### config.mk
export PLATFORM = sky130hd
export DESIGN_NAME = timed_task_sequencer_sorter_top
export DESIGN_NICKNAME = d
export VERILOG_FILES = /design/src/rtl/tts_pkg.sv /design/src/rtl/timed_task_sequencer_sorter_top.sv
export SDC_FILE = /design/constraint.sdc
export NUM_CORES = 1
export LEC_CHECK = 0
export BUFFER_PORTS_ARGS = -buffer_cell sky130_fd_sc_hd__buf_2
export CAP_MARGIN = 20
export CORE_UTILIZATION = 50
export DETAILED_ROUTE_END_ITERATION = 6
export GPL_ROUTABILITY_DRIVEN = 0
export HOLD_SLACK_MARGIN = 0.06
export PLACE_DENSITY = 0.78
export SKIP_LAST_GASP = 1
export SYNTH_ARGS = -nofsm -noshare
export SYNTH_HDL_FRONTEND = slang
export SYNTH_SLANG_ARGS = --single-unit
### constraint.sdc
create_clock -name aclk -period 2.64 [get_ports aclk]
set_input_delay 0.264 -clock aclk [delete_from_list [all_inputs] [get_ports aclk]]
set_output_delay 0.264 -clock aclk [all_outputs]
set_load 0.02 [all_outputs]
### src/rtl/tts_pkg.sv
`timescale 1ns / 1ps

package tts_pkg;

    localparam int PROG_AW = 3;

    localparam logic [11:0] TICK_MS   = 12'd5;
    localparam logic [9:0]  IDLE_MAX  = 10'd1023;

    localparam logic [1:0] DIR_OFF = 2'd0;
    localparam logic [1:0] DIR_FWD = 2'd1;
    localparam logic [1:0] DIR_REV = 2'd2;

    localparam logic [1:0] CFG_DARK_LIMIT   = 2'd0;
    localparam logic [1:0] CFG_BRIGHT_LIMIT = 2'd1;
    localparam logic [1:0] CFG_IDLE_LIMIT   = 2'd2;
    localparam logic [1:0] CFG_ITEM_DELAY   = 2'd3;

    typedef enum logic [2:0] {
        OP_TEST_HALT,
        OP_ITEM,
        OP_IDLE_INC,
        OP_IDLE_CHK,
        OP_REL_HALT,
        OP_ADV_HALT,
        OP_ADV_MOTOR,
        OP_END
    } op_t;

    typedef enum logic [1:0] {
        JMP_NONE,
        JMP_HIT,
        JMP_ALWAYS
    } jmp_t;

    typedef struct packed {
        op_t                  op;
        jmp_t                 jmp;
        logic [PROG_AW-1:0]   target;
    } ctrl_word_t;

    localparam logic [PROG_AW-1:0] STEP_START     = 3'd0;
    localparam logic [PROG_AW-1:0] STEP_REL_HALT  = 3'd4;
    localparam logic [PROG_AW-1:0] STEP_ADV_HALT  = 3'd5;
    localparam logic [PROG_AW-1:0] STEP_END       = 3'd7;

    typedef struct packed {
        logic       halt_button;
        logic [7:0] light_level;
    } in_t;

    typedef struct packed {
        logic [1:0] motor_dir;
        logic       motor_update;
        logic       stopped;
    } out_t;

    // Control program for one tick: trigger pass, then dispatch pass.
    function automatic ctrl_word_t prog_rom(input logic [PROG_AW-1:0] step);
        ctrl_word_t w;
        case (step)
            3'd0:    w = '{op: OP_TEST_HALT, jmp: JMP_HIT,    target: STEP_REL_HALT};
            3'd1:    w = '{op: OP_ITEM,      jmp: JMP_HIT,    target: STEP_ADV_HALT};
            3'd2:    w = '{op: OP_IDLE_INC,  jmp: JMP_HIT,    target: STEP_ADV_HALT};
            3'd3:    w = '{op: OP_IDLE_CHK,  jmp: JMP_ALWAYS, target: STEP_ADV_HALT};
            3'd4:    w = '{op: OP_REL_HALT,  jmp: JMP_NONE,   target: STEP_START};
            3'd5:    w = '{op: OP_ADV_HALT,  jmp: JMP_HIT,    target: STEP_END};
            3'd6:    w = '{op: OP_ADV_MOTOR, jmp: JMP_NONE,   target: STEP_START};
            default: w = '{op: OP_END,       jmp: JMP_NONE,   target: STEP_START};
        endcase
        return w;
    endfunction

endpackage

### src/rtl/timed_task_sequencer_sorter_top.sv
`timescale 1ns / 1ps

// Each input transaction is one scheduler tick and yields exactly one result
// transaction. A tick is run by a microcoded sequencer that walks an eight-word
// control program, one word per clock. The program steps taken are set by which
// trigger condition fires and whether the halt task runs, and one further step
// delivers to the result register. A stopped block goes straight to the
// delivery step. Delivery waits while an earlier result is still held on the
// output. The next tick is accepted once the sequencer is back at rest, even
// while the previous result is still waiting.
// Configuration writes are ignored after the halt task has run.
module timed_task_sequencer_sorter_top (
    input  logic                aclk,
    input  logic                aresetn,
    input  logic                s_valid,
    output logic                s_ready,
    input  tts_pkg::in_t        s_data,
    output logic                m_valid,
    input  logic                m_ready,
    output tts_pkg::out_t       m_data,
    input  logic                cfg_we,
    input  logic [1:0]          cfg_index,
    input  logic [11:0]         cfg_data
);

    logic                       run_reg, run_next;
    logic [tts_pkg::PROG_AW-1:0] step_reg, step_next;
    logic                       halt_reg, halt_next;
    logic [7:0]                 light_reg, light_next;
    logic [7:0]                 dark_reg, dark_next;
    logic [7:0]                 bright_reg, bright_next;
    logic [9:0]                 idle_lim_reg, idle_lim_next;
    logic [11:0]                delay_reg, delay_next;
    logic [11:0]                wait0_reg, wait0_next;
    logic [11:0]                wait1_reg, wait1_next;
    logic                       busy0_reg, busy0_next;
    logic                       busy1_reg, busy1_next;
    logic [1:0]                 dir_reg, dir_next;
    logic                       hold_reg, hold_next;
    logic [9:0]                 idle_reg, idle_next;
    logic                       stopped_reg, stopped_next;
    logic                       update_reg, update_next;
    logic                       m_valid_reg, m_valid_next;
    tts_pkg::out_t              m_data_reg, m_data_next;

    tts_pkg::ctrl_word_t        cw;
    logic                       hit;
    logic                       is_dark;
    logic                       is_bright;
    logic                       out_free;
    logic                       s_fire;

    assign s_ready  = !run_reg;
    assign s_fire   = s_valid && s_ready;
    assign m_valid  = m_valid_reg;
    assign m_data   = m_data_reg;
    assign out_free = !m_valid_reg || m_ready;
    assign cw       = tts_pkg::prog_rom(step_reg);
    assign is_dark   = light_reg < dark_reg;
    assign is_bright = light_reg > bright_reg;

    always_comb begin
        run_next      = run_reg;
        step_next     = step_reg;
        halt_next     = halt_reg;
        light_next    = light_reg;
        dark_next     = dark_reg;
        bright_next   = bright_reg;
        idle_lim_next = idle_lim_reg;
        delay_next    = delay_reg;
        wait0_next    = wait0_reg;
        wait1_next    = wait1_reg;
        busy0_next    = busy0_reg;
        busy1_next    = busy1_reg;
        dir_next      = dir_reg;
        hold_next     = hold_reg;
        idle_next     = idle_reg;
        stopped_next  = stopped_reg;
        update_next   = update_reg;
        m_valid_next  = m_valid_reg;
        m_data_next   = m_data_reg;
        hit           = 1'b0;

        if (m_valid_reg && m_ready) begin
            m_valid_next = 1'b0;
        end

        if (cfg_we && !stopped_reg) begin
            case (cfg_index)
                tts_pkg::CFG_DARK_LIMIT:   dark_next     = cfg_data[7:0];
                tts_pkg::CFG_BRIGHT_LIMIT: bright_next   = cfg_data[7:0];
                tts_pkg::CFG_IDLE_LIMIT:   idle_lim_next = cfg_data[9:0];
                tts_pkg::CFG_ITEM_DELAY:   delay_next    = cfg_data;
                default: ;
            endcase
        end

        if (s_fire) begin
            run_next    = 1'b1;
            halt_next   = s_data.halt_button;
            light_next  = s_data.light_level;
            update_next = 1'b0;
            step_next   = stopped_reg ? tts_pkg::STEP_END : tts_pkg::STEP_START;
        end

        if (run_reg) begin
            case (cw.op)
                tts_pkg::OP_TEST_HALT: begin
                    hit = halt_reg;
                end
                tts_pkg::OP_ITEM: begin
                    hit = !hold_reg && (is_dark || is_bright);
                    if (hit) begin
                        dir_next  = is_dark ? tts_pkg::DIR_FWD : tts_pkg::DIR_REV;
                        hold_next = 1'b1;
                        if (!busy1_reg) begin
                            busy1_next = 1'b1;
                            wait1_next = delay_reg;
                        end
                    end
                end
                tts_pkg::OP_IDLE_INC: begin
                    hit = hold_reg;
                    if (!hold_reg && idle_reg != tts_pkg::IDLE_MAX) begin
                        idle_next = idle_reg + 10'd1;
                    end
                end
                tts_pkg::OP_IDLE_CHK: begin
                    hit = idle_reg > idle_lim_reg;
                    if (hit) begin
                        dir_next  = tts_pkg::DIR_OFF;
                        hold_next = 1'b1;
                        if (!busy1_reg) begin
                            busy1_next = 1'b1;
                            wait1_next = tts_pkg::TICK_MS;
                        end
                    end
                end
                tts_pkg::OP_REL_HALT: begin
                    if (!busy0_reg) begin
                        busy0_next = 1'b1;
                        wait0_next = tts_pkg::TICK_MS;
                    end
                end
                tts_pkg::OP_ADV_HALT: begin
                    hit = busy0_reg && (wait0_reg <= tts_pkg::TICK_MS);
                    if (hit) begin
                        busy0_next   = 1'b0;
                        wait0_next   = '0;
                        stopped_next = 1'b1;
                    end else if (busy0_reg) begin
                        wait0_next = wait0_reg - tts_pkg::TICK_MS;
                    end
                end
                tts_pkg::OP_ADV_MOTOR: begin
                    hit = busy1_reg && (wait1_reg <= tts_pkg::TICK_MS);
                    if (hit) begin
                        busy1_next  = 1'b0;
                        wait1_next  = '0;
                        update_next = 1'b1;
                        hold_next   = 1'b0;
                        idle_next   = '0;
                    end else if (busy1_reg) begin
                        wait1_next = wait1_reg - tts_pkg::TICK_MS;
                    end
                end
                default: begin
                    if (out_free) begin
                        m_valid_next             = 1'b1;
                        m_data_next.motor_dir    = dir_reg;
                        m_data_next.motor_update = update_reg;
                        m_data_next.stopped      = stopped_reg;
                        run_next                 = 1'b0;
                    end
                end
            endcase

            if (cw.op != tts_pkg::OP_END) begin
                if (cw.jmp == tts_pkg::JMP_ALWAYS || (cw.jmp == tts_pkg::JMP_HIT && hit)) begin
                    step_next = cw.target;
                end else begin
                    step_next = step_reg + 3'd1;
                end
            end
        end
    end

    always_ff @(posedge aclk) begin
        if (!aresetn) begin
            run_reg      <= 1'b0;
            step_reg     <= tts_pkg::STEP_START;
            dark_reg     <= 8'd30;
            bright_reg   <= 8'd40;
            idle_lim_reg <= 10'd250;
            delay_reg    <= 12'd500;
            wait0_reg    <= '0;
            wait1_reg    <= '0;
            busy0_reg    <= 1'b0;
            busy1_reg    <= 1'b0;
            dir_reg      <= tts_pkg::DIR_OFF;
            hold_reg     <= 1'b0;
            idle_reg     <= '0;
            stopped_reg  <= 1'b0;
            update_reg   <= 1'b0;
            m_valid_reg  <= 1'b0;
        end else begin
            run_reg      <= run_next;
            step_reg     <= step_next;
            dark_reg     <= dark_next;
            bright_reg   <= bright_next;
            idle_lim_reg <= idle_lim_next;
            delay_reg    <= delay_next;
            wait0_reg    <= wait0_next;
            wait1_reg    <= wait1_next;
            busy0_reg    <= busy0_next;
            busy1_reg    <= busy1_next;
            dir_reg      <= dir_next;
            hold_reg     <= hold_next;
            idle_reg     <= idle_next;
            stopped_reg  <= stopped_next;
            update_reg   <= update_next;
            m_valid_reg  <= m_valid_next;
        end
        halt_reg   <= halt_next;
        light_reg  <= light_next;
        m_data_reg <= m_data_next;
    end

    a_stopped_sticky: assert property (@(posedge aclk) disable iff (!aresetn)
        stopped_reg |=> stopped_reg)
        else $error("Stopped flag was cleared.");

    a_no_motor_after_stop: assert property (@(posedge aclk) disable iff (!aresetn)
        m_valid && m_data.stopped |-> !m_data.motor_update)
        else $error("Motor update reported on a stopped transaction.");

    a_halt_clears_pending: assert property (@(posedge aclk) disable iff (!aresetn)
        $rose(stopped_reg) |-> !busy0_reg)
        else $error("Halt task still pending after it ran.");

endmodule
==> flow_metrics.env <==
export IMPL_io_buffers=33
export IMPL_cts_sinks=96
export IMPL_dp_cells=763
export IMPL_ys_types=62
export IMPL_total_power_mw=3.460
export IMPL_htreeDepth=3
export IMPL_finalNonFillerCells=789
export IMPL_chipHeight_um=102.6
export IMPL_p_sw_mw=1.048
export IMPL_cts_tree="yes"
export IMPL_syn_instance_count=601
export IMPL_end_kind="flop"
export IMPL_seq_area_frac_synth_pct=40.57
export IMPL_synth_edff_count=13
export IMPL_setup_viol=0
export IMPL_nFillCells=869
export IMPL_hold_class="in -> reg"
export IMPL_max_freq_mhz=395.6
export IMPL_grt_max_degree=34
export IMPL_grt_pass1_wl_mm=20.00
export IMPL_worstPathCellList="ha_1 > nand4_1 > o31a_1 > o31a_4 > o211a_1 > o311ai_2 > a311oi_1"
export IMPL_crit_arrival_ns=2.76
export IMPL_cp_slowest_stage_delay_ns=0.42
export IMPL_drc_errors=0
export IMPL_first_pass_iters=5
export IMPL_n_antenna_cell=0
export IMPL_criticalPathCategory="reg -> reg"
export IMPL_routedWlPerCell_um=15.60
export IMPL_clkTransAtPathRegs_ns=0.08
export IMPL_finalClockSkew_ns=0.01199
export IMPL_fp_dieW_um=102.6
export IMPL_fp_row_count=36
export IMPL_syn_area_um2=5057
export IMPL_fin_crit_sh_pct=95.74
export IMPL_p_int_mw=2.412
export IMPL_peakVddDrop_v=0.0004233
export IMPL_io_pins=34
export IMPL_dpl_hpwl_mm=9.023
export IMPL_synthesis_nets=664
export IMPL_reg2regPathDepth=7
export IMPL_grt_ovfl_total=0
export IMPL_cp_data_required_time_ns=2.87
export IMPL_vias=4458
export IMPL_final_cell_mix="nand2_1 (100), dfxtp_1 (81), nor2_1 (53)"
export IMPL_cp_depth=7
export IMPL_clk_latency_ns=0.37
export IMPL_synth_ff_type="dfxtp_1"
export IMPL_drive_gt1_share_pct=14.02
export IMPL_ys_warn_count=0
export IMPL_cts_buffer_depth=2
export IMPL_p_per_area_nw_per_um2=598.5
export IMPL_crit_buf_inv=0
export IMPL_nNetsFinal=714
export IMPL_synthArstFlopShare_pct=0
export IMPL_grt_usage_pct=24.79
export IMPL_grt_pass1_vias=4326
export IMPL_p_leak_nw=2.385
export IMPL_clock_root_buffer="clkbuf_8"
export IMPL_startpoint_type="flop"
export IMPL_dieArea_um2=10520
export IMPL_drt_total_wl_mm=12.31
export IMPL_start_util_pct=51.74
export IMPL_drv_slew=0
export IMPL_antenna_found_initial=0
export IMPL_post_route_min_period_ns=2.527
export IMPL_synth_seq_cells=96
export IMPL_hold_depth=1
export IMPL_setup_tns_ns=0
export IMPL_dr_first_iter_drc_count=187
export IMPL_cp_max_fo=6
export IMPL_cap_violations=0
export IMPL_fin_area_um2=5781
export IMPL_avgSynthCellArea_um2=8.415
export IMPL_critical_path_top_delay_family="compound AO/OA/AOI/OAI gates"
export IMPL_cts_buffers=9
export IMPL_hold_violations=0
export IMPL_relSlewSlack_pct=63.15
export IMPL_pwr_share_comb_pct=23.4
export IMPL_p_sw_share_pct=30.29
export IMPL_area_delta_synth_final_pct=14.30
export IMPL_slowest_stage="edfxtp_1"
export IMPL_placed_area_um2=5429
export IMPL_antenna_left=0
export IMPL_clkPwrFrac_pct=29.1
export IMPL_seq_power_share_pct=47.5
export IMPL_core_um2=9774
export IMPL_detail_route_vias_per_cell=5.650
export IMPL_hold_slack_ns=0.08026
export IMPL_final_common_cell="nand2_1"
export IMPL_tightest_slew_ns=0.5485
export IMPL_outcome="completed"
## path summary, 6_finish.rpt
| check | slack, ns | endpoint | start |
|---|---|---|---|
| max | 0.11 | step_reg[1] | light_reg[6] |
| min | 0.08 | light_reg[3] | s_data[3] |
| max reg2reg | 0.11 | step_reg[1] | light_reg[6] |
| min reg2reg | 0.45 | m_data[2] | dir_reg[0] |
## power by group through the flow
stage	logic, mW	clock network [mW]	registers, mW
detailed placement	0.764	0	1.67
global placement	0.734	0	1.67
CTS	0.777	1.03	1.64
global route	0.896	1.08	1.65
finish	0.809	1.01	1.64
floorplan	0.558	0	1.66
## through the flow
| stage | setup slack (ns) | util [%] |
|---|---|---|
| finish | 0.1125 | 59.14 |
| global placement | 0.1929 | 55.54 |
| global route | -0.006438 | 59.14 |
| CTS | 0.03514 | 58.19 |
| detailed placement | 0.06692 | 55.54 |
| floorplan | 0.3786 | - |
## cells by family (layout without fill, tap and decap cells)
family                     Yosys count  in the layout  synth area share (%)
AOI/OAI and AO/OA                  141            141                 18.75
xor gates and xnor gates            20             20                 3.464
adders and majority gates           35             35                 8.659
buffers and inverters               62            117                 5.022
DFF                                 96             96                 40.57
muxes                                5              5                0.9896
and+or+nand+nor                    242            242                 22.54
## layer usage
| metal | GRT usage, % | vias up | wire length (um) |
|---|---|---|---|
| li1 | - | 2196 | - |
| met1 | 29.73 | 2108 | 5248 |
| met2 | 43.38 | 131 | 6147 |
| met3 | 6.034 | 23 | 658 |
| met4 | 8.242 | 0 | 257 |
| met5 | 0 | - | 0 |
## worst reg2reg max path: stages (launching register included)
cell	delay, ns
edfxtp_1	0.42
ha_1	0.35
nand4_1	0.17
o31a_1	0.37
o31a_4	0.41
o211a_1	0.26
o311ai_2	0.28
a311oi_1	0.14
## synthesized netlist by cell type (7+ instances only)
cell type / number / area [um2]
nand2_1: 100 / 375.4
dfxtp_1: 83 / 1662
nor2_1: 53 / 198.9
a21oi_1: 50 / 250.2
inv_1: 40 / 150.1
ha_1: 35 / 437.9
o21ai_0: 28 / 140.1
nand3_1: 20 / 100.1
o211ai_1: 16 / 120.1
clkbuf_1: 15 / 56.30
edfxtp_1: 13 / 390.4
xor2_1: 13 / 113.9
nand2b_1: 11 / 68.82
nor3_1: 11 / 55.05
nand4_1: 8 / 50.05
a211oi_1: 7 / 52.55
nor2b_1: 7 / 43.79
xnor2_1: 7 / 61.31
## what timing repair did
| action | 4_1_cts | 5_1_grt |
|---|---|---|
| hold buffers | 5 | 3 |
| gates resized for setup | 0 | 12 |
| endpoints found under the setup margin | 0 | 32 |
| setup buffers | 0 | 2 |
| hold endpoints to repair | 5 | 3 |
## layout make-up
class | count | area, um2 | area share [%]
Clock buffer | 13 | 168.9 | 2.922
Clock inverter | 3 | 40.04 | 0.6926
Inverter | 41 | 153.9 | 2.662
Multi-Input combinational cell | 443 | 2796 | 48.38
Sequential cell | 96 | 2054 | 35.54
Tap cell | 133 | 166.4 | 2.879
Timing Repair Buffer | 60 | 400.4 | 6.926
(Power assumes the default switching activity.)
